### src/hlb_pkg.sv
// ============================================================================
// hlb_pkg
// Shared constants, codes and controller/datapath interface types for the
// health-aware load balancer.
// ============================================================================
package hlb_pkg;

    // Endpoint pool
    localparam int NUM_EP     = 4;
    localparam int EP_W       = 2;
    localparam int CNT_W      = 8;
    localparam int ROT_W      = 32;
    localparam logic [CNT_W-1:0] ACTIVE_MAX = 8'd255;

    // Event kinds
    localparam logic OP_REQUEST  = 1'b0;
    localparam logic OP_COMPLETE = 1'b1;

    // Selection policies
    localparam logic STRAT_RR = 1'b0;
    localparam logic STRAT_LC = 1'b1;

    // Result status codes
    localparam logic [1:0] ST_GRANTED     = 2'd0;
    localparam logic [1:0] ST_NO_ENDPOINT = 2'd1;
    localparam logic [1:0] ST_COMPLETED   = 2'd2;

    // Stream widths
    localparam int IN_W  = 8;
    localparam int OUT_W = 16;

    // Controller to datapath commands
    typedef struct packed {
        logic load;    // capture the input transaction
        logic scan;    // examine one endpoint
        logic commit;  // update state and load the result register
    } hlb_cmd_t;

    // Datapath to controller status
    typedef struct packed {
        logic in_op;     // op bit of the offered input transaction
        logic scan_last; // scan is at the last endpoint
        logic out_free;  // result register can take a new result
    } hlb_stat_t;

endpackage

### src/health_aware_load_balancer.sv
// ============================================================================
// health_aware_load_balancer
// Picks a healthy endpoint per request and tracks completions.
// ============================================================================
// Usage:
//   s_ channel carries events: request (pick an endpoint) or completion
//   (release a request and report the endpoint's health). m_ channel
//   returns exactly one result transaction per event.
//   The APB port holds the strategy register at address 0 (round robin or
//   least active connections); write it only while the block is idle.
//   Sequence: a request is accepted, the four endpoints are scanned (one
//   endpoint per cycle through the shared compare) and the result is
//   committed to the output register; a completion skips the scan. One
//   event is in work at a time, so no new event is taken until the last
//   one has committed.
//   Reset (aresetn low, synchronous) marks every endpoint healthy, clears
//   all active counts and the rotation counter, and selects round robin.
//   When the receiver stalls, the result waits in the output register; the
//   next event is still accepted and held at its commit until the register
//   is free.
// ============================================================================
module health_aware_load_balancer (
    input  logic        aclk,
    input  logic        aresetn,
    // input events
    input  logic        s_tvalid,
    output logic        s_tready,
    input  logic [7:0]  s_tdata,   // [0] op, [2:1] endpoint_in, [3] success, [7:4] zero
    // results
    output logic        m_tvalid,
    input  logic        m_tready,
    output logic [15:0] m_tdata,   // [1:0] status, [3:2] endpoint_out,
                                   // [11:4] active_after, [15:12] healthy_mask
    // configuration
    input  logic        psel,
    input  logic        penable,
    input  logic        pwrite,
    input  logic [2:0]  paddr,
    input  logic [31:0] pwdata,
    output logic [31:0] prdata,
    output logic        pready
);

    hlb_pkg::hlb_cmd_t  cmd;
    hlb_pkg::hlb_stat_t stat;
    logic               cfg_we;
    logic               strategy;

    // Register decode: strategy at word 0
    assign pready = 1'b1;
    assign cfg_we = psel && penable && pwrite && (paddr[2] == 1'b0);
    assign prdata = (paddr[2] == 1'b0) ? {31'd0, strategy} : 32'd0;

    hlb_ctrl u_ctrl (
        .aclk     (aclk),
        .aresetn  (aresetn),
        .s_tvalid (s_tvalid),
        .s_tready (s_tready),
        .stat     (stat),
        .cmd      (cmd)
    );

    hlb_datapath u_datapath (
        .aclk      (aclk),
        .aresetn   (aresetn),
        .cmd       (cmd),
        .stat      (stat),
        .s_tdata   (s_tdata),
        .cfg_we    (cfg_we),
        .cfg_wdata (pwdata[0]),
        .strategy  (strategy),
        .m_tvalid  (m_tvalid),
        .m_tready  (m_tready),
        .m_tdata   (m_tdata)
    );

endmodule

### src/hlb_ctrl.sv
// ============================================================================
// hlb_ctrl
// Sequencing state machine: accept, scan the endpoints, commit the result.
// ============================================================================
module hlb_ctrl (
    input  logic              aclk,
    input  logic              aresetn,
    input  logic              s_tvalid,
    output logic              s_tready,
    input  hlb_pkg::hlb_stat_t stat,
    output hlb_pkg::hlb_cmd_t  cmd
);

    localparam logic [1:0] S_IDLE   = 2'd0;
    localparam logic [1:0] S_SCAN   = 2'd1;
    localparam logic [1:0] S_UPDATE = 2'd2;

    logic [1:0] state_reg;
    logic [1:0] state_next;

    // Next state and command decode
    always_comb begin
        state_next = state_reg;
        s_tready   = 1'b0;
        cmd        = '0;
        case (state_reg)
            S_IDLE: begin
                s_tready = 1'b1;
                if (s_tvalid) begin
                    cmd.load = 1'b1;
                    // completions need no scan
                    state_next = (stat.in_op == hlb_pkg::OP_COMPLETE) ? S_UPDATE : S_SCAN;
                end
            end
            S_SCAN: begin
                cmd.scan = 1'b1;
                if (stat.scan_last) begin
                    state_next = S_UPDATE;
                end
            end
            S_UPDATE: begin
                if (stat.out_free) begin
                    cmd.commit = 1'b1;
                    state_next = S_IDLE;
                end
            end
            default: begin
                state_next = S_IDLE;
            end
        endcase
    end

    always_ff @(posedge aclk) begin
        if (!aresetn) begin
            state_reg <= S_IDLE;
        end else begin
            state_reg <= state_next;
        end
    end

endmodule

### src/hlb_datapath.sv
// ============================================================================
// hlb_datapath
// Endpoint state, selection scan, rotation counter and result register.
// ============================================================================
module hlb_datapath (
    input  logic                          aclk,
    input  logic                          aresetn,
    input  hlb_pkg::hlb_cmd_t             cmd,
    output hlb_pkg::hlb_stat_t            stat,
    input  logic [hlb_pkg::IN_W-1:0]      s_tdata,
    input  logic                          cfg_we,
    input  logic                          cfg_wdata,
    output logic                          strategy,
    output logic                          m_tvalid,
    input  logic                          m_tready,
    output logic [hlb_pkg::OUT_W-1:0]     m_tdata
);

    // Captured input transaction
    logic                     op_reg;
    logic [hlb_pkg::EP_W-1:0] ep_reg;
    logic                     ok_reg;

    // Endpoint state
    logic [hlb_pkg::NUM_EP-1:0] healthy_reg;
    logic [hlb_pkg::CNT_W-1:0]  cnt_reg [hlb_pkg::NUM_EP];
    logic [hlb_pkg::ROT_W-1:0]  rot_reg;
    logic [1:0]                 rot3_reg;   // rot_reg modulo 3
    logic                       strategy_reg;

    // Scan state
    logic [hlb_pkg::EP_W-1:0]  idx_reg;
    logic [hlb_pkg::EP_W-1:0]  seen_reg;
    logic [hlb_pkg::EP_W-1:0]  pos_reg;
    logic [hlb_pkg::EP_W-1:0]  sel_reg;
    logic [hlb_pkg::CNT_W-1:0] best_reg;
    logic                      found_reg;

    // Result register
    logic                       out_valid_reg;
    logic [hlb_pkg::OUT_W-1:0]  out_data_reg;

    logic [2:0]                healthy_cnt;
    logic [hlb_pkg::EP_W-1:0]  pos_calc;
    logic [hlb_pkg::EP_W-1:0]  rd_idx;
    logic [hlb_pkg::CNT_W-1:0] rd_cnt;
    logic                      rd_healthy;
    logic [hlb_pkg::EP_W-1:0]  upd_idx;
    logic [hlb_pkg::CNT_W-1:0] cnt_new;
    logic [hlb_pkg::NUM_EP-1:0] healthy_new;
    logic [1:0]                res_status;
    logic [hlb_pkg::EP_W-1:0]  res_ep;
    logic [hlb_pkg::CNT_W-1:0] res_act;
    logic                      cnt_we;
    logic                      rot_adv;

    assign strategy = strategy_reg;
    assign m_tvalid = out_valid_reg;
    assign m_tdata  = out_data_reg;

    assign stat.in_op     = s_tdata[0];
    assign stat.scan_last = (idx_reg == hlb_pkg::EP_W'(hlb_pkg::NUM_EP - 1));
    assign stat.out_free  = !out_valid_reg || m_tready;

    // Rotation position among healthy endpoints
    assign healthy_cnt = 3'($countones(healthy_reg));
    always_comb begin
        case (healthy_cnt)
            3'd2:    pos_calc = {1'b0, rot_reg[0]};
            3'd3:    pos_calc = rot3_reg;
            3'd4:    pos_calc = rot_reg[1:0];
            default: pos_calc = '0;
        endcase
    end

    // Single read port on the count registers
    assign upd_idx    = (op_reg == hlb_pkg::OP_COMPLETE) ? ep_reg : sel_reg;
    assign rd_idx     = cmd.scan ? idx_reg : upd_idx;
    assign rd_cnt     = cnt_reg[rd_idx];
    assign rd_healthy = healthy_reg[rd_idx];

    // Commit decision
    always_comb begin
        cnt_new     = rd_cnt;
        healthy_new = healthy_reg;
        cnt_we      = 1'b0;
        rot_adv     = 1'b0;
        res_status  = hlb_pkg::ST_COMPLETED;
        res_ep      = ep_reg;
        res_act     = '0;
        if (op_reg == hlb_pkg::OP_COMPLETE) begin
            // decrement floored at zero, health from outcome
            if (rd_cnt != '0) begin
                cnt_new = rd_cnt - 1'b1;
            end
            cnt_we              = 1'b1;
            healthy_new[ep_reg] = ok_reg;
            res_act             = cnt_new;
        end else if (found_reg) begin
            // grant with saturating increment
            if (rd_cnt < hlb_pkg::ACTIVE_MAX) begin
                cnt_new = rd_cnt + 1'b1;
            end
            cnt_we     = 1'b1;
            rot_adv    = (strategy_reg == hlb_pkg::STRAT_RR);
            res_status = hlb_pkg::ST_GRANTED;
            res_ep     = sel_reg;
            res_act    = cnt_new;
        end else begin
            res_status = hlb_pkg::ST_NO_ENDPOINT;
            res_ep     = '0;
        end
    end

    // Input capture and scan
    always_ff @(posedge aclk) begin
        if (cmd.load) begin
            op_reg    <= s_tdata[0];
            ep_reg    <= s_tdata[2:1];
            ok_reg    <= s_tdata[3];
            pos_reg   <= pos_calc;
            idx_reg   <= '0;
            seen_reg  <= '0;
            found_reg <= 1'b0;
            best_reg  <= '0;
            sel_reg   <= '0;
        end else if (cmd.scan) begin
            idx_reg <= idx_reg + 1'b1;
            if (strategy_reg == hlb_pkg::STRAT_RR) begin
                if (rd_healthy && !found_reg) begin
                    if (seen_reg == pos_reg) begin
                        found_reg <= 1'b1;
                        sel_reg   <= idx_reg;
                    end
                    seen_reg <= seen_reg + 1'b1;
                end
            end else begin
                if (rd_healthy && (!found_reg || rd_cnt < best_reg)) begin
                    found_reg <= 1'b1;
                    sel_reg   <= idx_reg;
                    best_reg  <= rd_cnt;
                end
            end
        end
    end

    // Endpoint state, rotation counter and configuration
    always_ff @(posedge aclk) begin
        if (!aresetn) begin
            healthy_reg  <= '1;
            rot_reg      <= '0;
            rot3_reg     <= '0;
            strategy_reg <= hlb_pkg::STRAT_RR;
            for (int i = 0; i < hlb_pkg::NUM_EP; i++) begin
                cnt_reg[i] <= '0;
            end
        end else begin
            if (cfg_we) begin
                strategy_reg <= cfg_wdata;
            end
            if (cmd.commit) begin
                healthy_reg <= healthy_new;
                if (cnt_we) begin
                    cnt_reg[upd_idx] <= cnt_new;
                end
                if (rot_adv) begin
                    rot_reg <= rot_reg + 1'b1;
                    // residue restarts when the counter wraps
                    if (rot_reg == '1 || rot3_reg == 2'd2) begin
                        rot3_reg <= '0;
                    end else begin
                        rot3_reg <= rot3_reg + 1'b1;
                    end
                end
            end
        end
    end

    // Result register
    always_ff @(posedge aclk) begin
        if (!aresetn) begin
            out_valid_reg <= 1'b0;
        end else if (cmd.commit) begin
            out_valid_reg <= 1'b1;
        end else if (m_tready) begin
            out_valid_reg <= 1'b0;
        end
    end

    always_ff @(posedge aclk) begin
        if (cmd.commit) begin
            out_data_reg <= {healthy_new, res_act, res_ep, res_status};
        end
    end

endmodule
### config.mk
export PLATFORM = sky130hd
export DESIGN_NAME = health_aware_load_balancer
export DESIGN_NICKNAME = d
export VERILOG_FILES = /design/src/hlb_pkg.sv /design/src/health_aware_load_balancer.sv /design/src/hlb_ctrl.sv /design/src/hlb_datapath.sv
export SDC_FILE = /design/constraint.sdc
export NUM_CORES = 1
export LEC_CHECK = 0
export ABC_AREA = 1
export BUFFER_PORTS_ARGS = -buffer_cell sky130_fd_sc_hd__clkbuf_2
export CAP_MARGIN = 25
export CORE_UTILIZATION = 43
export DETAILED_ROUTE_END_ITERATION = 8
export PLACE_DENSITY = 0.68
export SLEW_MARGIN = 10
export SYNTH_ARGS = -nofsm -noshare
export SYNTH_HDL_FRONTEND = slang
export SYNTH_HIERARCHICAL = 1
export SYNTH_SLANG_ARGS = --single-unit
export TNS_END_PERCENT = 100
### constraint.sdc
create_clock -name aclk -period 4.74 [get_ports aclk]
set_input_delay 0.948 -clock aclk [delete_from_list [all_inputs] [get_ports aclk]]
set_output_delay 0.948 -clock aclk [all_outputs]
set_load 0.03 [all_outputs]
==> results of run 1 <==
-- worst register-to-register path, cell delays in order (launching register included) --
cell      delay, ns
dfxtp_1        0.42
inv_1          0.09
nor2_1         0.37
inv_2          0.18
nand3_2        0.16
nand2_4        0.17
inv_2          0.28
nand2_1        0.08
nand3_1        0.07
nand2_1        0.17
inv_2          0.20
ha_1           0.27
a21oi_1        0.15
nor2_1         0.05
a211oi_1       0.21
nand2_1        0.16
a21oi_4        0.29
nand2_2        0.19
nand2_1        0.10
a21oi_1        0.06
-- metrics by stage --
| step | instances | power, mW | hold WS [ns] |
|---|---|---|---|
| floorplan | 831 | 1.809 | 0.4345 |
| global placement | 1006 | 1.945 | 0.4506 |
| detailed placement | 1006 | 1.957 | 0.4554 |
| CTS | 1022 | 2.720 | 0.4646 |
| global route | 1022 | 2.865 | 0.4772 |
| finish | 1022 | 2.702 | 0.4624 |
-- metal layers --
| layer | routed length [µm] | vias to the layer above | GRT usage |
|---|---|---|---|
| met3 | 501 | 9 | 0.04613 |
| met2 | 6613 | 84 | 0.3317 |
| li1 | - | 2643 | - |
| met4 | 181 | 0 | 0.06702 |
| met5 | 0 | - | 0 |
| met1 | 6010 | 2339 | 0.2242 |
-- final cells by class --
cell class	instances	share of cell area
sequential	111	0.4031
inverter	114	0.06243
clock inverter	5	0.008580
multi-input combinational	560	0.4292
clock buffer	11	0.03395
tap	184	0.03359
timing repair buffer	37	0.02921
-- kinds of logic (layout without fill, tap and decap cells) --
family                   after synthesis  after routing  synth area share
AND/OR/NAND/NOR                      373            373            0.2804
buffers and inverters                160            167            0.1197
AO/OA/AOI/OAI                        133            133            0.1224
adder cells (fa/ha/maj)               16             16           0.03273
flip-flops                           111            111            0.4353
other                                  2             32          0.001183
XOR/XNOR                               6              6          0.008281
-- worst max path at each step --
stage,endpoint
2_1_floorplan,u_datapath/cnt_reg[2][0]
3_3_place_gp,u_datapath/cnt_reg[0][3]
3_5_place_dp,u_datapath/cnt_reg[2][2]
4_1_cts,u_datapath/best_reg[6]
5_1_grt,u_datapath/best_reg[2]
6_report,u_datapath/best_reg[0]
-- power groups by stage --
stage / registers, mW / clock network (mW) / logic [mW]
floorplan: 1.14 / 0 / 0.669
global route: 1.11 / 0.819 / 0.933
global placement: 1.13 / 0 / 0.818
finish: 1.11 / 0.759 / 0.836
CTS: 1.11 / 0.782 / 0.832
detailed placement: 1.13 / 0 / 0.829
-- layout by cell type, fill, tap and decap left out, types with 9 or more instances in the layout --
cell       instances
nand2_1          154
inv_1            101
nor2_1            90
a21oi_1           61
dfxtp_1           57
edfxtp_1          54
nand3_1           49
o21ai_0           34
conb_1            32
clkbuf_2          31
nand2_2           15
nor3_1            15
ha_1              15
nand3_2           11
inv_2             10
clkbuf_16          9
==> impl_metrics.py, run 1 <==
metrics = {
    "outcome": {
        "outcome": "complete, no violations",
    },
    "hold_path": {
        "worst_hold_startpoint": "u_datapath/best_reg[4]",
        "min_to": "u_datapath/best_reg[4]",
        "hold_path_depth": 2,
        "hold_class": "reg -> reg",
    },
    "cts": {
        "cts_resized": 0,
        "path_clk_slew_ns": 0.07,
        "cts_tree": "yes",
        "clk_latency_ns": 0.36,
        "root_buffer": "clkbuf_16",
        "cts_made_buffers": 9,
        "cts_max_level": 3,
        "cts_buffer_depth": 2,
        "cts_sinks": 111,
        "post-cts-setup-buffers": 0,
        "cts_hold_buf": 0,
    },
    "final_layout": {
        "multi_input_area_um2": 2942,
        "drive_gt1_frac": 0.1372,
        "antennaDiodeCount": 0,
        "seq_area_um2": 2763,
        "finish.utilization": 0.4734,
        "area_growth_pct": 8.005,
        "fill_cells": 1460,
        "fin_nets": 899,
        "design_area_um2": 6854,
    },
    "timing": {
        "max_slew_margin": 0.6173,
        "finalWorstSetupSlack_ns": 0.9601,
        "finalClockSkew_ns": 0.006920,
        "max_freq_mhz": 264.6,
        "finalHoldViolCount": 0,
        "final.period_utilization": 0.7974,
        "rsz0062_at_grt": "false",
        "drv_slew": 0,
        "max_slew.worst_pin.slew_ns": 0.5740,
        "period_needed_ns": 3.780,
        "fin_tns_setup_ns": 0,
        "setup_viol": 0,
    },
    "global_routing": {
        "grt_pass1_vias": 4604,
        "grt_antenna_before_repair": 0,
        "track_usage": 0.1894,
        "grt_max_degree": 29,
        "grt_first_pass_wirelength_um": 21910,
        "overflow": 0,
    },
    "yosys": {
        "async_flop_share": 0,
        "synth_most_common_cell": "nand2_1",
        "ys_top_cells_by_count": "154 x nand2_1, 101 x inv_1, 90 x nor2_1",
        "synth_top_area_cell": "edfxtp_1",
        "yosysSeqAreaShare": 0.4353,
        "yosysWarnings": 6,
        "synthCells": 801,
        "avgSynthCellArea_um2": 7.923,
        "synthFlopType": "dfxtp_1",
        "synth_cell_type_count": 48,
        "synthesis.area_um2": 6346,
        "yosysTopAreaCellShare": 0.2555,
        "synth_seq_cells": 111,
        "synth-edff-count": 54,
        "synth_area_leaders": "edfxtp_1 26%, dfxtp_1 18%, nand2_1 9.1%",
    },
    "placement": {
        "pre_cts_slack_ns": 0.9758,
        "io_buffers": 31,
        "hpwl_um": 9747,
        "place.gp.congestion": 0.8703,
        "placed_cell_area_um2": 6563,
    },
    "setup_path": {
        "cp.required_ns": 4.98,
        "worstReg2RegEnd": "u_datapath/best_reg[0]",
        "cp_cell_sequence": "inv_1 -> nor2_1 -> inv_2 -> nand3_2 -> nand2_4 -> inv_2 -> nand2_1 -> nand3_1 -> nand2_1 -> inv_2 -> ha_1 -> a21oi_1 -> nor2_1 -> a211oi_1 -> nand2_1 -> a21oi_4 -> nand2_2 -> nand2_1 -> a21oi_1",
        "critPathKind": "reg -> reg",
        "cp-startpoint": "u_ctrl/state_reg[0]",
        "reg2reg_slack_ns": 0.96,
        "cpPeakStageDelay_ns": 0.42,
        "critPathLaunchType": "flop",
        "crit_top_cell": "nand2_1",
        "worstPathMaxFanout": 24,
        "cp_slowest_cell": "dfxtp_1",
        "reg2regPathDepth": 19,
        "cp_data_arrival_time_ns": 4.02,
        "reg2reg_from": "u_ctrl/state_reg[0]",
        "crit_family": "simple AND/OR/NAND/NOR gates",
        "crit_buf_inv": 4,
        "cp.depth": 19,
        "worstSetupEndpointType": "flop",
    },
    "floorplanning": {
        "ios": 101,
        "rows": 44,
        "die_w_um": 123.5,
        "die_h_um": 123.5,
        "die_area_um2": 15250,
        "initial_utilization": 0.4383,
        "core-area_um2": 14480,
    },
    "routing": {
        "wirelength_um": 13310,
        "vias": 5075,
        "viasPerCell": 4.966,
        "ant_nets": 0,
        "wire_per_inst_um": 13.02,
        "drcViolationCount": 0,
        "dr.pass1.iters": 5,
        "drt_iter0_drc": 364,
    },
    "power_and_ir_drop": {
        "power.leakage_nw": 2.815,
        "switching_power_mw": 0.9761,
        "power_frac_comb": 0.310,
        "netSwitchingFraction": 0.3613,
        "p_per_area_nw_per_um2": 394.2,
        "power_frac_clock": 0.281,
        "p_int_mw": 1.726,
        "seq_power_share": 0.409,
        "peakVddDrop_uv": 188.4,
    },
    "flow_run": {
        "maxCapViolCount": 0,
    },
}
(Power assumes the default switching activity.)
==> run 2: changes to the inputs <==
==> constraint.sdc (replaced) <==
create_clock -name aclk -period 3.5 [get_ports aclk]
set_input_delay 0.7 -clock aclk [delete_from_list [all_inputs] [get_ports aclk]]
set_output_delay 0.7 -clock aclk [all_outputs]
set_load 0.03 [all_outputs]
==> run 2 against run 1 <==
Against the previous run:
- worst setup slack worse by 0.58 ns
- count of clock-buffer cells in the layout unchanged
- sequential share of layout area shrank 0.74 points
- total power increased by 37%
- critical path type unchanged
- critical endpoint is now u_datapath/best_reg[3]
- largest cell class unchanged
- highest routed layer unchanged
==> impl_metrics.py, run 2 (same netlist as run 1, synthesis figures left out) <==
metrics = {
    "routing": {
        "ant_nets": 0,
        "viasPerCell": 4.999,
        "wire_per_inst_um": 13.32,
        "drt_iter0_drc": 421,
        "vias": 5199,
        "wirelength_um": 13860,
        "dr.pass1.iters": 5,
        "drcViolationCount": 0,
    },
    "timing": {
        "max_slew_margin": 0.6365,
        "setup_viol": 0,
        "finalClockSkew_ns": 0.01065,
        "max_slew.worst_pin.slew_ns": 0.5446,
        "max_freq_mhz": 320.7,
        "finalHoldViolCount": 0,
        "fin_tns_setup_ns": 0,
        "rsz0062_at_grt": "false",
        "final.period_utilization": 0.8909,
        "drv_slew": 0,
        "period_needed_ns": 3.118,
    },
    "power_and_ir_drop": {
        "p_per_area_nw_per_um2": 530.4,
        "power.leakage_nw": 2.894,
        "peakVddDrop_uv": 256.4,
    },
    "setup_path": {
        "critPathLaunchType": "flop",
        "cp_cell_sequence": "inv_1 -> nor2_4 -> inv_2 -> nand3_2 -> nand2_4 -> buf_4 -> nand2_1 -> nand3_1 -> nand2_1 -> inv_2 -> ha_1 -> a21oi_1 -> nor2_1 -> a211oi_1 -> nand2_1 -> a21oi_4 -> buf_4 -> nand3_1 -> a21oi_1",
        "cpPeakStageDelay_ns": 0.42,
        "crit_top_cell": "nand2_1",
        "cp.required_ns": 3.78,
        "critPathKind": "reg -> reg",
        "crit_buf_inv": 5,
        "worstSetupEndpointType": "flop",
        "cp_data_arrival_time_ns": 3.40,
        "cp_slowest_cell": "dfxtp_1",
        "worstPathMaxFanout": 13,
        "crit_family": "simple AND/OR/NAND/NOR gates",
    },
    "cts": {
        "root_buffer": "clkbuf_16",
        "path_clk_slew_ns": 0.07,
        "cts_max_level": 3,
        "cts_tree": "yes",
        "post-cts-setup-buffers": 0,
        "cts_hold_buf": 0,
        "cts_made_buffers": 9,
        "clk_latency_ns": 0.36,
        "cts_buffer_depth": 2,
        "cts_resized": 0,
        "cts_sinks": 111,
    },
    "global_routing": {
        "grt_antenna_before_repair": 0,
        "grt_first_pass_wirelength_um": 23070,
        "grt_max_degree": 28,
        "overflow": 0,
        "grt_pass1_vias": 4866,
        "track_usage": 0.1979,
    },
    "final_layout": {
        "finish.utilization": 0.4822,
        "final_common_cell": "nand2_1",
        "area_growth_pct": 10.02,
        "drive_gt1_frac": 0.1554,
        "final_cell_mix": "154 x nand2_1, 101 x inv_1, 89 x nor2_1, 61 x a21oi_1, 57 x dfxtp_1",
        "antennaDiodeCount": 0,
        "fin_nets": 917,
    },
    "floorplanning": {
        "rows": 44,
        "die_w_um": 123.5,
        "die_area_um2": 15250,
        "die_h_um": 123.5,
        "core-area_um2": 14480,
        "initial_utilization": 0.4383,
        "ios": 101,
    },
    "outcome": {
        "outcome": "complete, no violations",
    },
    "flow_run": {
        "maxCapViolCount": 0,
    },
    "placement": {
        "place.gp.congestion": 0.9043,
        "hpwl_um": 10590,
        "io_buffers": 31,
    },
    "hold_path": {
        "hold_class": "reg -> reg",
    },
}
-- run 2: cell count changes in the layout (fill, tap and decap cells not counted), sizes merged --
| cell | before | now |
|---|---|---|
| clkinv | 4 | 6 |
| buf | 6 | 24 |
| bufinv | 1 | 0 |
| clkinvlp | 2 | 1 |
-- run 2: power breakdown --
group / total [mW] / switching, mW / internal (mW) / leakage, nW
Sequential: 1.50 / 0.0541 / 1.45 / 0.994
Clock: 0.951 / 0.467 / 0.484 / 0.128
Combinational: 1.25 / 0.839 / 0.410 / 1.77
Total: 3.70 / 1.36 / 2.34 / 2.89
-- run 2: worst paths after layout --
kind,startpoint,to,slack (ns),depth (start not counted)
max,u_ctrl/state_reg[0],u_datapath/best_reg[3],0.38,19
min,u_datapath/best_reg[7],u_datapath/best_reg[7],0.46,2
max reg2reg,u_ctrl/state_reg[0],u_datapath/best_reg[3],0.38,19
min reg2reg,u_datapath/best_reg[7],u_datapath/best_reg[7],0.46,2
-- run 2: stage by stage --
step,instance area (µm²),power (mW),setup slack [ns],instances,hold WS [ns]
after floorplan,6459,2.450,0.1770,831,0.4345
after detailed placement,6698,2.761,0.1925,1024,0.4533
final,6982,3.703,0.3817,1040,0.4644
after global routing,6982,3.942,0.07244,1040,0.4758
after global placement,6698,2.739,0.2521,1024,0.4494
after CTS,6964,3.715,0.1649,1040,0.4649
-- run 2: metal layers --
metal,wire length (µm),part of all wire,vias to the layer above,global-route usage
li1,-,-,2688,-
met1,6258,0.45,2393,0.2349
met2,6789,0.49,100,0.3478
met3,525,0.038,18,0.04705
met4,284,0.020,0,0.06777
met5,0,0,-,0
-- run 2: layout make-up --
| class | instances | area [µm²] |
|---|---|---|
| Fill cell | 1446 | 7497 |
| Multi-Input combinational cell | 560 | 2957 |
| Sequential cell | 111 | 2763 |
| Inverter | 114 | 430.4 |
| Timing Repair Buffer | 55 | 335.3 |
| Clock buffer | 11 | 232.7 |
| Tap cell | 184 | 230.2 |
| Clock inverter | 5 | 33.78 |
-- run 2: worst min-delay path, delay by kind of cell (launching register included) --
kind               cells  cell delay (ns)
AOI/OAI and AO/OA      1             0.05
DFF                    1             0.31
and+or+nand+nor        1             0.06
==> run 3: changes to the inputs <==
--- a/config.mk
+++ b/config.mk
@@ -14,6 +14,5 @@
 export SLEW_MARGIN = 10
 export SYNTH_ARGS = -nofsm -noshare
 export SYNTH_HDL_FRONTEND = slang
-export SYNTH_HIERARCHICAL = 1
 export SYNTH_SLANG_ARGS = --single-unit
 export TNS_END_PERCENT = 100
==> run 3 against run 2 <==
Against the previous run:
- non-clock buffer count shrank 15
- utilization grew 0.31 points
- combinational power barely moved
- hold slack is essentially flat
- first-iteration DRC count shrank 29%
- sequential power grew 3%
- critical path depth down 2
- synthesized cell count down 1.1%
==> impl_metrics.py, run 3 <==
metrics = {
    "cts": {
        "cts_max_level": 3,
        "root_buffer": "clkbuf_16",
        "cts_sinks": 111,
        "post-cts-setup-buffers": 0,
        "cts_tree": "yes",
        "clk_latency_ns": 0.36,
        "cts_buffer_depth": 2,
        "cts_hold_buf": 0,
        "path_clk_slew_ns": 0.07,
        "cts_made_buffers": 9,
        "cts_resized": 0,
    },
    "placement": {
        "placed_cell_area_um2": 6511,
        "io_buffers": 31,
        "place.gp.congestion": 0.8852,
        "pre_cts_slack_ns": 0.4747,
        "post-place-cells": 996,
        "hpwl_um": 9849,
    },
    "global_routing": {
        "grt_antenna_before_repair": 0,
        "track_usage": 0.1875,
        "grt_pass1_vias": 4551,
        "overflow": 0,
        "grt_first_pass_wirelength_um": 21460,
        "grt_max_degree": 28,
    },
    "timing": {
        "period_needed_ns": 3.012,
        "setup_viol": 0,
        "finalHoldViolCount": 0,
        "finalWorstSetupSlack_ns": 0.4882,
        "max_slew_margin": 0.5895,
        "fin_tns_setup_ns": 0,
        "max_slew.worst_pin.slew_ns": 0.6150,
        "rsz0062_at_grt": "false",
        "max_freq_mhz": 332.0,
        "drv_slew": 0,
        "final.period_utilization": 0.8605,
        "finalClockSkew_ns": 0.006957,
    },
    "floorplanning": {
        "core-area_um2": 14040,
        "die_h_um": 122.8,
        "initial_utilization": 0.4470,
        "ios": 101,
        "die_w_um": 122.8,
        "die_area_um2": 15090,
        "rows": 43,
    },
    "routing": {
        "dr_wl_met3_um": 564,
        "wl_met2_um": 6509,
        "top_layer": "met4",
        "viasPerCell": 4.842,
        "wl_met1_um": 5811,
        "vias": 4900,
        "drt_iter0_drc": 300,
        "ant_nets": 0,
        "dr.pass1.iters": 5,
        "wirelength_um": 13060,
        "wire_per_inst_um": 12.91,
        "drcViolationCount": 0,
    },
    "final_layout": {
        "design_area_um2": 6815,
        "area_growth_pct": 8.571,
        "antennaDiodeCount": 0,
        "final_cells": 1012,
        "fin_nets": 894,
        "final_common_cell": "nand2_1",
        "final_cell_mix": "148 x nand2_1, 115 x inv_1, 79 x nor2_1, 57 x dfxtp_1",
        "drive_gt1_frac": 0.1514,
    },
    "setup_path": {
        "reg2reg_from": "u_datapath.op_reg",
        "cp.required_ns": 3.76,
        "reg2reg_slack_ns": 0.49,
        "worstSetupEndpointType": "flop",
        "cp_slowest_cell": "edfxtp_1",
        "reg2regPathDepth": 17,
        "worstReg2RegEnd": "u_datapath.sel_reg[1]",
        "cp_cell_sequence": "inv_1 -> nand2_1 -> nand2_1 -> nand2_1 -> nand2_2 -> nand3_1 -> nand2_2 -> inv_2 -> ha_1 -> a21oi_1 -> nor2_1 -> a211oi_1 -> nand2_1 -> nand2_2 -> nand2_2 -> a21oi_1 -> nor2_1",
        "worstPathMaxFanout": 13,
        "cpPeakStageDelay_ns": 0.49,
        "cp_data_arrival_time_ns": 3.27,
        "critPathKind": "reg -> reg",
        "critPathLaunchType": "flop",
    },
    "outcome": {
        "outcome": "complete, no violations",
    },
    "yosys": {
        "yosysTopAreaCellShare": 0.2583,
        "synth_most_common_cell": "nand2_1",
        "synth_top_area_cell": "edfxtp_1",
        "synthesis.area_um2": 6277,
        "avgSynthCellArea_um2": 7.926,
        "synth_area_leaders": "edfxtp_1 26%, dfxtp_1 18%, nand2_1 8.8%",
        "async_flop_share": 0,
        "synthCells": 792,
        "synthFlopType": "dfxtp_1",
        "synth-edff-count": 54,
        "yosysSeqAreaShare": 0.4401,
        "synth_seq_cells": 111,
        "yosysWarnings": 0,
        "ys_top_cells_by_count": "148 x nand2_1, 115 x inv_1, 79 x nor2_1",
        "synth_cell_type_count": 48,
    },
    "hold_path": {
        "min_to": "u_datapath.best_reg[3]",
        "worst_hold_startpoint": "u_datapath.best_reg[3]",
        "hold_path_depth": 2,
        "hold_class": "reg -> reg",
    },
    "power_and_ir_drop": {
        "p_per_area_nw_per_um2": 563.7,
        "peakVddDrop_uv": 359.3,
        "power.leakage_nw": 2.834,
    },
    "flow_run": {
        "maxCapViolCount": 0,
    },
}
[run 3: cell types whose count changed after synthesis, moves of 4 or more]
cell | previous run | this run
o211ai_1 | 7 | 2
inv_1 | 101 | 115
xnor2_1 | 2 | 7
nand2_1 | 154 | 148
nand2_2 | 15 | 21
nor3_4 | 5 | 0
a21oi_1 | 61 | 54
o211ai_2 | 4 | 0
nor2_1 | 90 | 79
[run 3: how the worst max path moves through the flow]
stage	slack, ns	from	cells after the start	to
finish	0.49	u_datapath.op_reg	17	u_datapath.sel_reg[1]
global route	0.20	u_datapath.op_reg	17	u_datapath.sel_reg[1]
CTS	0.47	u_datapath.op_reg	17	u_datapath.sel_reg[1]
detailed placement	0.47	u_datapath.op_reg	17	u_datapath.sel_reg[1]
global placement	0.51	u_datapath.op_reg	17	u_datapath.sel_reg[1]
floorplan	0.97	u_datapath.op_reg	19	u_datapath.sel_reg[0]
[run 3: power by group]
group	switching, mW	internal (mW)	leakage [nW]
Combinational	0.870	0.374	1.69
Clock	0.493	0.564	0.151
Sequential	0.0718	1.47	0.994
Total	1.44	2.41	2.83
[run 3: routing by layer]
metal | vias to the layer above | global-route usage
li1 | 2564 | -
met1 | 2238 | 0.2211
met3 | 16 | 0.04507
met4 | 0 | 0.05945
met2 | 82 | 0.3329
met5 | - | 0
[run 3: cell type report]
cell class                 count  area, µm²
sequential                   111       2763
tap                          180      225.2
clock inverter                 7      78.83
clock buffer                   9      225.2
inverter                     126      474.2
timing repair buffer          40      222.7
fill                        1390       7227
multi-input combinational    539       2826
[run 3: stage by stage]
stage,utilization,hold slack (ns),power (mW)
after global placement,0.4637,0.4501,2.797
after detailed placement,0.4637,0.4553,2.817
after CTS,0.4853,0.4662,3.879
after global routing,0.4853,0.4814,4.089
after floorplan,-,0.4361,2.564
final,0.4853,0.4643,3.842
[run 3: worst max-delay path: cells and delay by family (launching register included)]
family	cells	cell delay [ns]
flip-flops	1	0.49
buffers and inverters	2	0.24
AO/OA/AOI/OAI	3	0.52
AND/OR/NAND/NOR	11	1.34
adder cells (fa/ha/maj)	1	0.32
[run 3: cells by family after synthesis]
| family | after synthesis | synth area share |
|---|---|---|
| AO/OA/AOI/OAI | 115 | 0.1011 |
| XOR/XNOR | 14 | 0.01953 |
| adder cells (fa/ha/maj) | 17 | 0.03508 |
| buffers and inverters | 172 | 0.1276 |
| flip-flops | 111 | 0.4401 |
| other | 2 | 0.001196 |
| AND/OR/NAND/NOR | 361 | 0.2755 |
